[config.mk]
export PLATFORM = sky130hd
export DESIGN_NAME = bounded_degree_adjacency_insert
export DESIGN_NICKNAME = d
export VERILOG_FILES = /design/src/bdai_pkg.sv /design/src/bdai_ctrl.sv /design/src/bdai_datapath.sv /design/src/bounded_degree_adjacency_insert.sv
export SDC_FILE = /design/constraint.sdc
export NUM_CORES = 2
export LEC_CHECK = 0
export ABC_AREA = 0
export BUFFER_PORTS_ARGS = -buffer_cell sky130_fd_sc_hd__buf_2
export CAP_MARGIN = 20
export CORE_MARGIN = 3
export CORE_UTILIZATION = 25
export DETAILED_ROUTE_END_ITERATION = 12
export GPL_TIMING_DRIVEN = 0
export MAX_ROUTING_LAYER = met4
export PLACE_DENSITY = 0.42
export SKIP_LAST_GASP = 1
export SLEW_MARGIN = 20
export SYNTH_ARGS = -nofsm -noshare
export SYNTH_HDL_FRONTEND = slang
export SYNTH_SLANG_ARGS = --single-unit
[constraint.sdc]
create_clock -name clock -period 7.66 [get_ports clock]
set_clock_uncertainty 0.15 [all_clocks]
set_input_delay 2.298 -clock clock [delete_from_list [all_inputs] [get_ports clock]]
set_output_delay 2.298 -clock clock [all_outputs]
set_load 0.02 [all_outputs]
[src/bdai_pkg.sv]
`timescale 1ns / 1ps
// Shared types and constants for the bounded-degree adjacency insert block.
// Used by the controller, the datapath and the top level; depends on nothing.
package bdai_pkg;

   localparam int ID_W = 8;
   localparam int STATUS_W = 2;

   typedef enum logic [STATUS_W-1:0] {
      RSP_OK     = 2'd0,
      RSP_DEGREE = 2'd1,
      RSP_FULL   = 2'd2,
      RSP_ZERO   = 2'd3
   } status_type;

   typedef enum logic [3:0] {
      ST_IDLE,
      ST_CHECK,
      ST_SEARCH,
      ST_SEARCH_DRAIN,
      ST_SCAN_BASE,
      ST_SCAN,
      ST_SCAN_DRAIN,
      ST_DECIDE,
      ST_ADD_START,
      ST_CLR_START,
      ST_ADD_END,
      ST_CLR_END,
      ST_LINK_BASE,
      ST_LINK,
      ST_RESULT
   } state_type;

   typedef struct packed {
      logic       accept;
      logic       search_rd;
      logic       scan_rd;
      logic       base_ld;
      logic       base_new;
      logic       add_start;
      logic       add_end;
      logic       clr_wr;
      logic       link_wr;
      logic       out_ld;
      status_type out_code;
   } cmd_type;

   typedef struct packed {
      logic id_zero;
      logic nu_zero;
      logic search_last;
      logic k_last;
      logic s_found;
      logic e_found;
      logic deg_full;
      logic store_full;
      logic out_free;
   } sts_type;

endpackage

[src/bdai_ctrl.sv]
`timescale 1ns / 1ps
// Controller state machine for the adjacency insert block.
// Depends on bdai_pkg for the state, command and status types.
module bdai_ctrl (
   input  logic              clock,
   input  logic              reset,
   input  logic              req_tvalid,
   output logic              req_tready,
   input  bdai_pkg::sts_type sts,
   output bdai_pkg::cmd_type cmd
);

   bdai_pkg::state_type  state_ff, state_in;
   bdai_pkg::status_type code_ff, code_in;

   always_ff @(posedge clock) begin
      if (reset) begin
         state_ff <= bdai_pkg::ST_IDLE;
         code_ff  <= bdai_pkg::RSP_OK;
      end else begin
         state_ff <= state_in;
         code_ff  <= code_in;
      end
   end

   always_comb begin
      state_in     = state_ff;
      code_in      = code_ff;
      cmd          = '0;
      cmd.out_code = code_ff;
      req_tready   = 1'b0;
      case (state_ff)
         bdai_pkg::ST_IDLE: begin
            req_tready = 1'b1;
            if (req_tvalid) begin
               cmd.accept = 1'b1;
               state_in   = bdai_pkg::ST_CHECK;
            end
         end
         bdai_pkg::ST_CHECK: begin
            if (sts.id_zero) begin
               code_in  = bdai_pkg::RSP_ZERO;
               state_in = bdai_pkg::ST_RESULT;
            end else if (sts.nu_zero) begin
               state_in = bdai_pkg::ST_DECIDE;
            end else begin
               state_in = bdai_pkg::ST_SEARCH;
            end
         end
         bdai_pkg::ST_SEARCH: begin
            cmd.search_rd = 1'b1;
            if (sts.search_last) begin
               state_in = bdai_pkg::ST_SEARCH_DRAIN;
            end
         end
         bdai_pkg::ST_SEARCH_DRAIN: begin
            state_in = bdai_pkg::ST_SCAN_BASE;
         end
         bdai_pkg::ST_SCAN_BASE: begin
            if (sts.s_found) begin
               cmd.base_ld = 1'b1;
               state_in    = bdai_pkg::ST_SCAN;
            end else begin
               state_in = bdai_pkg::ST_DECIDE;
            end
         end
         bdai_pkg::ST_SCAN: begin
            cmd.scan_rd = 1'b1;
            if (sts.k_last) begin
               state_in = bdai_pkg::ST_SCAN_DRAIN;
            end
         end
         bdai_pkg::ST_SCAN_DRAIN: begin
            state_in = bdai_pkg::ST_DECIDE;
         end
         bdai_pkg::ST_DECIDE: begin
            if (sts.s_found && sts.deg_full) begin
               code_in  = bdai_pkg::RSP_DEGREE;
               state_in = bdai_pkg::ST_RESULT;
            end else if (sts.store_full) begin
               code_in  = bdai_pkg::RSP_FULL;
               state_in = bdai_pkg::ST_RESULT;
            end else if (!sts.s_found) begin
               state_in = bdai_pkg::ST_ADD_START;
            end else if (!sts.e_found) begin
               state_in = bdai_pkg::ST_ADD_END;
            end else begin
               state_in = bdai_pkg::ST_LINK_BASE;
            end
         end
         bdai_pkg::ST_ADD_START: begin
            cmd.add_start = 1'b1;
            cmd.base_ld   = 1'b1;
            cmd.base_new  = 1'b1;
            state_in      = bdai_pkg::ST_CLR_START;
         end
         bdai_pkg::ST_CLR_START: begin
            cmd.clr_wr = 1'b1;
            if (sts.k_last) begin
               state_in = sts.e_found ? bdai_pkg::ST_LINK_BASE : bdai_pkg::ST_ADD_END;
            end
         end
         bdai_pkg::ST_ADD_END: begin
            cmd.add_end  = 1'b1;
            cmd.base_ld  = 1'b1;
            cmd.base_new = 1'b1;
            state_in     = bdai_pkg::ST_CLR_END;
         end
         bdai_pkg::ST_CLR_END: begin
            cmd.clr_wr = 1'b1;
            if (sts.k_last) begin
               state_in = bdai_pkg::ST_LINK_BASE;
            end
         end
         bdai_pkg::ST_LINK_BASE: begin
            cmd.base_ld = 1'b1;
            state_in    = bdai_pkg::ST_LINK;
         end
         bdai_pkg::ST_LINK: begin
            cmd.link_wr = 1'b1;
            code_in     = bdai_pkg::RSP_OK;
            state_in    = bdai_pkg::ST_RESULT;
         end
         bdai_pkg::ST_RESULT: begin
            if (sts.out_free) begin
               cmd.out_ld = 1'b1;
               state_in   = bdai_pkg::ST_IDLE;
            end
         end
         default: begin
            state_in = bdai_pkg::ST_IDLE;
         end
      endcase
   end

endmodule

[src/bdai_datapath.sv]
`timescale 1ns / 1ps
// Datapath of the adjacency insert block: identifier store, neighbor store,
// search and degree counters and the result register. Depends on bdai_pkg.
module bdai_datapath #(
   parameter int NODES = 64,
   parameter int MAX_NEIGHBORS = 5,
   parameter int RSP_W = 24
) (
   input  logic                              clock,
   input  logic                              reset,
   input  logic [2*bdai_pkg::ID_W-1:0]       req_tdata,
   input  bdai_pkg::cmd_type                 cmd,
   output bdai_pkg::sts_type                 sts,
   output logic                              rsp_tvalid,
   input  logic                              rsp_tready,
   output logic [RSP_W-1:0]                  rsp_tdata
);

   localparam int IW = $clog2(NODES);
   localparam int SW = $clog2(NODES + 1);
   localparam int KW = (MAX_NEIGHBORS > 1) ? $clog2(MAX_NEIGHBORS) : 1;
   localparam int DW = $clog2(MAX_NEIGHBORS + 1);
   localparam int AW = $clog2(NODES * MAX_NEIGHBORS);
   localparam int IDW = bdai_pkg::ID_W;

   logic [IDW-1:0] ident_mem [NODES];
   logic [SW-1:0]  nb_mem [NODES*MAX_NEIGHBORS];

   logic [IDW-1:0] sid_ff, eid_ff;
   logic [SW-1:0]  nu_ff, nu_in;
   logic [IW-1:0]  idx_ff;
   logic [KW-1:0]  k_ff;
   logic [SW-1:0]  s_ff, s_in, e_ff, e_in;
   logic [DW-1:0]  deg_ff, deg_in;
   logic [AW-1:0]  base_ff;
   logic           cmp_vld_ff;
   logic [IW-1:0]  cmp_idx_ff;
   logic [IDW-1:0] ident_rd_ff;
   logic           nb_vld_ff;
   logic [SW-1:0]  nb_rd_ff;
   logic           rsp_valid_ff;
   logic [bdai_pkg::STATUS_W-1:0] out_status_ff;
   logic [SW-1:0]  out_s_ff, out_e_ff;
   logic [DW-1:0]  out_deg_ff;

   logic           ident_we;
   logic [IDW-1:0] ident_wdata;
   logic           nb_we;
   logic [AW-1:0]  nb_addr;
   logic [SW-1:0]  nb_wdata;
   logic [SW-1:0]  nu_inc, nu_dec, s_dec, cmp_slot;
   logic [IW-1:0]  base_sel;
   logic [AW-1:0]  base_in;
   logic           need_start, need_end, same_id;
   logic [SW:0]    need_sum;

   assign nu_inc   = nu_ff + SW'(1);
   assign nu_dec   = nu_ff - SW'(1);
   assign s_dec    = s_ff - SW'(1);
   assign cmp_slot = SW'(cmp_idx_ff) + SW'(1);
   assign same_id  = (sid_ff == eid_ff);

   assign ident_we    = cmd.add_start || cmd.add_end;
   assign ident_wdata = cmd.add_start ? sid_ff : eid_ff;

   always_ff @(posedge clock) begin
      if (ident_we) begin
         ident_mem[nu_ff[IW-1:0]] <= ident_wdata;
      end
      ident_rd_ff <= ident_mem[idx_ff];
   end

   assign nb_we    = cmd.clr_wr || cmd.link_wr;
   assign nb_addr  = cmd.link_wr ? (base_ff + AW'(deg_ff)) : (base_ff + AW'(k_ff));
   assign nb_wdata = cmd.link_wr ? e_ff : '0;

   always_ff @(posedge clock) begin
      if (nb_we) begin
         nb_mem[nb_addr] <= nb_wdata;
      end
      nb_rd_ff <= nb_mem[nb_addr];
   end

   assign base_sel = cmd.base_new ? nu_ff[IW-1:0] : s_dec[IW-1:0];
   assign base_in  = AW'(AW'(base_sel) * AW'(MAX_NEIGHBORS));

   always_comb begin
      s_in = s_ff;
      if (cmd.accept) begin
         s_in = '0;
      end else if (cmd.add_start) begin
         s_in = nu_inc;
      end else if (cmp_vld_ff && (ident_rd_ff == sid_ff) && (s_ff == '0)) begin
         s_in = cmp_slot;
      end
   end

   always_comb begin
      e_in = e_ff;
      if (cmd.accept) begin
         e_in = '0;
      end else if ((cmd.add_start && same_id) || cmd.add_end) begin
         e_in = nu_inc;
      end else if (cmp_vld_ff && (ident_rd_ff == eid_ff) && (e_ff == '0)) begin
         e_in = cmp_slot;
      end
   end

   always_comb begin
      deg_in = deg_ff;
      if (cmd.accept) begin
         deg_in = '0;
      end else if (cmd.link_wr || (nb_vld_ff && (nb_rd_ff != '0))) begin
         deg_in = deg_ff + DW'(1);
      end
   end

   assign nu_in = ident_we ? nu_inc : nu_ff;

   always_ff @(posedge clock) begin
      if (reset) begin
         nu_ff        <= '0;
         cmp_vld_ff   <= 1'b0;
         nb_vld_ff    <= 1'b0;
         rsp_valid_ff <= 1'b0;
      end else begin
         nu_ff      <= nu_in;
         cmp_vld_ff <= cmd.search_rd;
         nb_vld_ff  <= cmd.scan_rd;
         if (cmd.out_ld) begin
            rsp_valid_ff <= 1'b1;
         end else if (rsp_tready) begin
            rsp_valid_ff <= 1'b0;
         end
      end
   end

   always_ff @(posedge clock) begin
      if (cmd.accept) begin
         sid_ff <= req_tdata[IDW-1:0];
         eid_ff <= req_tdata[2*IDW-1:IDW];
      end
      if (cmd.accept) begin
         idx_ff <= '0;
      end else if (cmd.search_rd) begin
         idx_ff <= idx_ff + IW'(1);
      end
      if (cmd.base_ld) begin
         k_ff    <= '0;
         base_ff <= base_in;
      end else if (cmd.scan_rd || cmd.clr_wr) begin
         k_ff <= k_ff + KW'(1);
      end
      cmp_idx_ff <= idx_ff;
      s_ff       <= s_in;
      e_ff       <= e_in;
      deg_ff     <= deg_in;
      if (cmd.out_ld) begin
         out_status_ff <= cmd.out_code;
         out_s_ff      <= s_ff;
         out_e_ff      <= e_ff;
         out_deg_ff    <= deg_ff;
      end
   end

   assign need_start = (s_ff == '0);
   assign need_end   = (e_ff == '0) && !(need_start && same_id);
   assign need_sum   = (SW+1)'(nu_ff) + (SW+1)'(need_start) + (SW+1)'(need_end);

   assign sts.id_zero     = (sid_ff == '0) || (eid_ff == '0);
   assign sts.nu_zero     = (nu_ff == '0);
   assign sts.search_last = (idx_ff == nu_dec[IW-1:0]);
   assign sts.k_last      = (k_ff == KW'(MAX_NEIGHBORS - 1));
   assign sts.s_found     = (s_ff != '0);
   assign sts.e_found     = (e_ff != '0);
   assign sts.deg_full    = (deg_ff == DW'(MAX_NEIGHBORS));
   assign sts.store_full  = (need_sum > (SW+1)'(NODES));
   assign sts.out_free    = !rsp_valid_ff || rsp_tready;

   assign rsp_tvalid = rsp_valid_ff;
   assign rsp_tdata  = RSP_W'({out_deg_ff, out_e_ff, out_s_ff, out_status_ff});

endmodule

[src/bounded_degree_adjacency_insert.sv]
`timescale 1ns / 1ps
// Top level of the bounded-degree adjacency insert block.
// Instantiates bdai_ctrl and bdai_datapath; uses types from bdai_pkg.
//
//   Channel  Direction  Payload (tdata, lowest bits first)
//   req_*    in         start_id[8], end_id[8]
//   rsp_*    out        status[2], start_slot, end_slot, start_degree
//
// The time from an edge's transfer to its result is set by the linear scan of the
// identifier store, one entry a cycle through its read port, and by the neighbor store,
// one row entry a cycle; an edge with a zero identifier skips both. No clearing pass
// follows reset. A result that waits in the output register does not block the next
// transfer in.
module bounded_degree_adjacency_insert #(
   parameter int NODES = 64,
   parameter int MAX_NEIGHBORS = 5,
   localparam int SLOT_W = $clog2(NODES + 1),
   localparam int DEG_W = $clog2(MAX_NEIGHBORS + 1),
   localparam int RSP_W = ((bdai_pkg::STATUS_W + 2*SLOT_W + DEG_W + 7) / 8) * 8
) (
   input  logic                        clock,
   input  logic                        reset,
   input  logic                        req_tvalid,
   output logic                        req_tready,
   // start_id, end_id
   input  logic [2*bdai_pkg::ID_W-1:0] req_tdata,
   output logic                        rsp_tvalid,
   input  logic                        rsp_tready,
   // status, start_slot, end_slot, start_degree, zero fill
   output logic [RSP_W-1:0]            rsp_tdata
);

   bdai_pkg::cmd_type cmd;
   bdai_pkg::sts_type sts;

   bdai_ctrl u_ctrl (
      .clock      (clock),
      .reset      (reset),
      .req_tvalid (req_tvalid),
      .req_tready (req_tready),
      .sts        (sts),
      .cmd        (cmd)
   );

   bdai_datapath #(
      .NODES         (NODES),
      .MAX_NEIGHBORS (MAX_NEIGHBORS),
      .RSP_W         (RSP_W)
   ) u_datapath (
      .clock      (clock),
      .reset      (reset),
      .req_tdata  (req_tdata),
      .cmd        (cmd),
      .sts        (sts),
      .rsp_tvalid (rsp_tvalid),
      .rsp_tready (rsp_tready),
      .rsp_tdata  (rsp_tdata)
   );

   a_load_when_free: assert property (@(posedge clock) disable iff (reset)
      cmd.out_ld |-> (!rsp_tvalid || rsp_tready))
      else $error("Result loaded over a result not yet transferred.");

   a_one_edge_at_a_time: assert property (@(posedge clock) disable iff (reset)
      (req_tvalid && req_tready) |=> !req_tready)
      else $error("Input ready again right after a transfer.");

   a_link_has_room: assert property (@(posedge clock) disable iff (reset)
      cmd.link_wr |-> (sts.s_found && sts.e_found && !sts.deg_full))
      else $error("Neighbor written without a start node with room.");

   a_add_has_room: assert property (@(posedge clock) disable iff (reset)
      (cmd.add_start || cmd.add_end) |-> !cmd.link_wr && !cmd.out_ld)
      else $error("Node added in the same cycle as a link or result.");

endmodule

# == Word level (Yosys, flattened, before mapping) ==
# Memory sizes are Yosys's and may differ from the RTL's. A register that Yosys moved wholly into a read port is not among the register bits.
# Cells that the tools add are included.
# classes
muxes,46
add_sub_neg,11
n_lt_le_gt_ge,1
n_eq_ne,28
n_reduce_logical,36
multipliers,1
# op_table
cell,n
4-bit case mux with 15 select lines,1
4-bit two-way mux,10
7-bit two-way mux,5
4-bit == test (second input constant),7
8-bit == test,3
7-bit zero test,3
7-bit nonzero test,3
1-bit two-way mux,19
9-bit by 3-bit adder with 9-bit output,2
4-bit by 3-bit == test with 1-bit output (second input constant),4
8-bit zero test,2
2-bit != test (second input constant),7
6-bit by 1-bit subtractor with 6-bit output (second input constant),2
1-bit logical AND,9
6-bit by 3-bit multiplier with 9-bit output (second input constant),1
9-bit two-way mux,1
7-bit by 1-bit adder with 8-bit output,1
8-bit by 1-bit adder with 8-bit output,1
4-bit by 2-bit == test with 1-bit output (second input constant),2
8-bit by 7-bit > comparator with 1-bit output (second input constant),1
2-bit two-way mux,4
8-bit two-way mux,1
6-bit by 1-bit adder with 7-bit output (second input constant),1
7-bit by 1-bit adder with 7-bit output (second input constant),1
other kinds (19),32
# totals
memories,2
elab_cells,144
regBits,92
ram_bits,2752
# mem_list
name,depth,word_bits,rd,rd_clocked_by_memory_dff,write_ports,line,text
u_datapath.nb_mem,320,7,1,1,1,bdai_datapath.sv:27,logic [SW-1:0] nb_mem [NODES*MAX_NEIGHBORS];
u_datapath.ident_mem,64,8,1,1,1,bdai_datapath.sv:26,logic [IDW-1:0] ident_mem [NODES];

# == Depth between registers and ports, before layout ==
# depth
ltp_word,9
ltp_mapped,21
mapped_depth_nobuf,15

# == Modules after synthesis ==
# From an unflattened synthesis, not the netlist that was laid out.
# unflattened
cells_unflattened,5631
hier_area_um2,112665.6
# modules_own_cells
module,cells_per_inst,seq_area_each_um2,n_inst,area_each_um2
bdai_datapath,5555,85101.6,1,112060.0
bdai_ctrl,76,120.1,1,605.6

# == Worst setup path before layout ==
# Ideal clock, no wire load.
# synth_path
path_kind,register to register
start,reg u_ctrl.state_ff[0]
end,mem u_datapath.nb_mem[0][0] (netlist bit) (data pin)
path_buffers,2
stages_incl_launch_ff,6
setup_slack_ns,1.239
t_arrival_ns,5.235
required_time_ns,6.474
path_cell_list,dfxtp_1 clkbuf_1 nand2_1 nor2_1 clkbuf_1 and2_1
# synth_between
elab_chain_cells,3
# synth_lines
item,line,text
"start, declared",bdai_ctrl.sv:13,"bdai_pkg::state_type state_ff, state_in;"
"start signal, assigned",bdai_ctrl.sv:18,state_ff <= bdai_pkg::ST_IDLE;
"start signal, assigned",bdai_ctrl.sv:21,state_ff <= state_in;
4-bit == test,bdai_ctrl.sv:32,case (state_ff)
1-bit two-way mux,bdai_ctrl.sv:32,
7-bit two-way mux,bdai_datapath.sv:75,assign nb_wdata = cmd.link_wr ? e_ff : '0;
named net u_datapath.nb_wdata[0],bdai_datapath.sv:50,logic [SW-1:0] nb_wdata;
"end, declared",bdai_datapath.sv:27,
# The timed path passes the listed nets, and every way through them passes these cells.

# == Final worst setup path ==
# layout_path
start,reg u_ctrl.state_ff[0]
end,"mem u_datapath.nb_mem[282][4] (netlist bit), enable pin"
# layout_between
elab_chain_cells,6
# layout_lines
item,line,text
4-bit == test,bdai_ctrl.sv:32,
2-bit OR reduction (no source line),-,
1-bit two-way mux,bdai_ctrl.sv:32,
1-bit logical OR,bdai_datapath.sv:73,assign nb_we = cmd.clr_wr || cmd.link_wr;
1-bit two-way mux,bdai_datapath.sv:78,if (nb_we) begin
1-bit two-way mux (implied by the code),bdai_datapath.sv:79,nb_mem[nb_addr] <= nb_wdata;
# Parallel ways exist; a longest one is shown, timed or not.

==> reports/summary.txt <==
Status: complete, no violations
CTS tree: built
Crit path launch type: register
DRT Pass-1 Iters: 5
Final Util: 29.6%
Cell count after synthesis: 5437
Area Growth Syn to Fin: 18.0%
Die Footprint: 0.456 sq mm
Setup ws final: 0.243 ns
Hold_buf cts: 0
Most used cell, CP: buf_2
Sequential-to-total area share from yosys stat: 76.2%
Placed insts: 11486
WHS: 0.181 ns
Finish-stage setup viols: 0
Main synth FF type: edfxtp_1
First-pass GRT wire length: 511000 microns
DRC: 0
Placed inst area: 0.121 sq mm
Worst-skew pair later-pin latency: 0.94 ns
Final ANT Viol Nets: 0
Minimum clock period: 7.42 ns
Ys async rst share: 0%
Critical-path cell list: clkbuf_1, nand2_2, nor2_2, clkbuf_2, nand2_1, o21ai_0, ha_1, inv_1, fa_1, buf_2, buf_4, buf_2, buf_4, buf_2, nor4_1, nand2_1, buf_2, nor2_1
CP Data Arrival Time: 7.74 ns
Clk pin slew, worst setup/hold paths: 0.06 ns
Hold WC Path Type: register to register
Metal-1 WL: 164000 microns
Largest net degree at the start of global routing: 77
Max-Cap Viols: 0
Routed wl met2: 179000 microns
Cell family with most CP delay: buffers and inverters
Vias per inst: 4.78
Synth Warn #: 0
GR Overflow Total: 0
Pwr Density: 345 mW/mm^2
Die width: 675 microns
Routability cong.: 0.808
Clock root buffer: clkbuf_16
Number of distinct library cells after synthesis: 60
Slowest-stage cell, CP: buf_2
Slew @ Worst Pin: 1.23 ns
Slew headroom: 18.3%
Hpwl dp: 256000 microns
Slew Viols, Final: 0
Maximum buffer depth of the clock tree: 4
Leak Pwr: 35.0 nW
Mapped Area: 0.112 sq mm
Vias in the first global route: 58666
# IOs: 46
NumNets Final: 5923
FMAX: 0.135 GHz
Post-layout instance area: 0.132 sq mm
Period utilisation layout: 96.8%
Total CTS buffers: 317
Routed wire length: 377000 microns
Fillers: 43461
Peak supply drop: 0.000254 V
Metal3 WL: 23300 microns
Yosys reg bits: 2859
Number of H-tree levels: 5
Final Hold Fails: 0
Top Metal Used: met4
Gr usage total: 16.7%
Critical path required time: 7.98 ns
CP peak stage delay: 0.92 ns
Syn Area/Cell: 20.6 sq um
Initial antenna violation count: 41
Drt wl/cell: 31.2 microns
I/O Buffers: 39
Setup TNS Final: 0 ns
Iter 0 DRT Violations: 6603
Layout cells sized above 1: 26.9%
Initial Util: 25.1%
Core area: 0.445 sq mm
Critical Path End Type: register
CP Max Fanout: 10
Fin cells: 12085
RSZ-0062 raised after global routing: true
Power, Total: 45.6 mW
Row Count: 245
Worst path bufs/invs: 9
CTS sink cnt: 2859
Setup CP Type: register to register
Die height: 675 microns
Dpl ws: -0.855 ns
Routed vias: 57710
Post-synth EDFFs: 2796
## timing repair
action,CTS,global route
setup endpoints to repair,1830,986
buffers inserted,0,0
gates resized for setup,42,19
gates cloned,0,0
## sequential cells by signal (all words and copies together) (netlist names), 7 cells and up
name / flops
u_datapath.eid_ff: 8
u_datapath.out_e_ff: 7
u_datapath.out_s_ff: 7
u_datapath.e_ff: 7
u_datapath.ident_rd_ff: 8
u_datapath.base_ff: 9
u_datapath.nu_ff: 7
u_datapath.nb_rd_ff: 7
u_datapath.ident_mem: 512
u_datapath.s_ff: 7
u_datapath.nb_mem: 2240
u_datapath.sid_ff: 8
## cell usage after synthesis (3+ instances only)
| library cell | number | area [sq um] |
|---|---|---|
| nand4_1 | 12 | 75.1 |
| buf_2 | 79 | 395 |
| nor2_1 | 456 | 1710 |
| a211oi_1 | 13 | 97.6 |
| dfxtp_1 | 63 | 1260 |
| a21o_1 | 4 | 30.0 |
| xor2_1 | 40 | 350 |
| o211ai_1 | 20 | 150 |
| and3_1 | 5 | 31.3 |
| and2_1 | 11 | 68.8 |
| xnor2_1 | 32 | 280 |
| buf_6 | 8 | 90.1 |
| nor4_1 | 12 | 75.1 |
| a22oi_1 | 20 | 150 |
| or4_1 | 3 | 22.5 |
| buf_1 | 21 | 78.8 |
| a221oi_1 | 6 | 52.6 |
| mux2_2 | 9 | 101 |
| o21ai_0 | 18 | 90.1 |
| mux4_2 | 794 | 17900 |
| nand2b_1 | 8 | 50.1 |
| nor3_1 | 15 | 75.1 |
| fa_1 | 3 | 60.1 |
| and3b_1 | 3 | 26.3 |
| clkbuf_1 | 199 | 747 |
| nor2b_1 | 5 | 31.3 |
| mux2i_1 | 28 | 280 |
| inv_1 | 16 | 60.1 |
| edfxtp_1 | 2796 | 84000 |
| nand2_1 | 371 | 1390 |
| nand3_1 | 245 | 1230 |
| a31oi_1 | 10 | 62.6 |
| buf_4 | 28 | 210 |
| or3_1 | 6 | 37.5 |
| a21oi_1 | 24 | 120 |
| ha_1 | 21 | 263 |
## layer usage
metal | global-route usage, % | up-vias
li1 | - | 23172
met2 | 26.4 | 2042
met4 | 4.38 | 0
met3 | 2.66 | 489
met1 | 22.5 | 32007
met5 | - | -
## placed cells by master, fill, tap and decap left out, types with 12 or more instances in the layout
cell type / n
edfxtp_1: 2796
mux4_2: 794
nor2_1: 411
nand2_1: 370
clkbuf_16: 323
nand3_1: 245
clkbuf_1: 176
buf_2: 125
clkbuf_2: 75
dfxtp_1: 63
clkinv_1: 62
clkinv_2: 50
nor2_2: 45
xor2_1: 39
buf_16: 38
bufinv_16: 34
xnor2_1: 31
buf_4: 31
buf_12: 29
diode_2: 28
mux2i_1: 26
a21oi_1: 24
ha_1: 21
a22oi_1: 20
o211ai_1: 20
o21ai_0: 18
inv_1: 16
inv_6: 15
buf_6: 14
buf_1: 13
a211oi_1: 13
nand4_1: 12
## final timing paths
kind              cells after the start                        end  slack, ns            startpoint
setup / recovery                     18  u_datapath.nb_mem[282][4]       0.24    u_ctrl.state_ff[0]
hold / removal                        0   u_datapath.cmp_idx_ff[5]       0.18  u_datapath.idx_ff[5]
setup reg to reg                     18  u_datapath.nb_mem[282][4]       0.24    u_ctrl.state_ff[0]
hold reg to reg                       0   u_datapath.cmp_idx_ff[5]       0.18  u_datapath.idx_ff[5]
## cells by family after synthesis
group           synth area share (%)
flops                           76.2
simple gates                    4.38
mux                             16.3
buf+inv                         1.41
compound gates                 0.851
xor+xnor                       0.588
fa+ha+maj                      0.288
other cells                  0.00335
## area by class of cell
class	count	area [sq um]	share of cell area [%]
clock inverters	183	1940	1.47
multi-input cells	2231	25300	19.2
repair buffers	119	1970	1.49
clock buffers	386	8390	6.35
well taps	5928	7420	5.62
inverters	16	60.1	0.0455
plain buffers	335	1650	1.25
diodes	28	70.1	0.0531
flip-flops and latches	2859	85200	64.5
## report_power, final
part	leakage (nW)	internal (mW)	switching [mW]	total, mW
logic	8.85	3.77	8.97	12.7
registers	21.1	17.3	0.126	17.4
clock network	5.04	8.97	6.46	15.4
total	35.0	30.0	15.6	45.6
No activity file was read; power rests on OpenSTA's default activity.
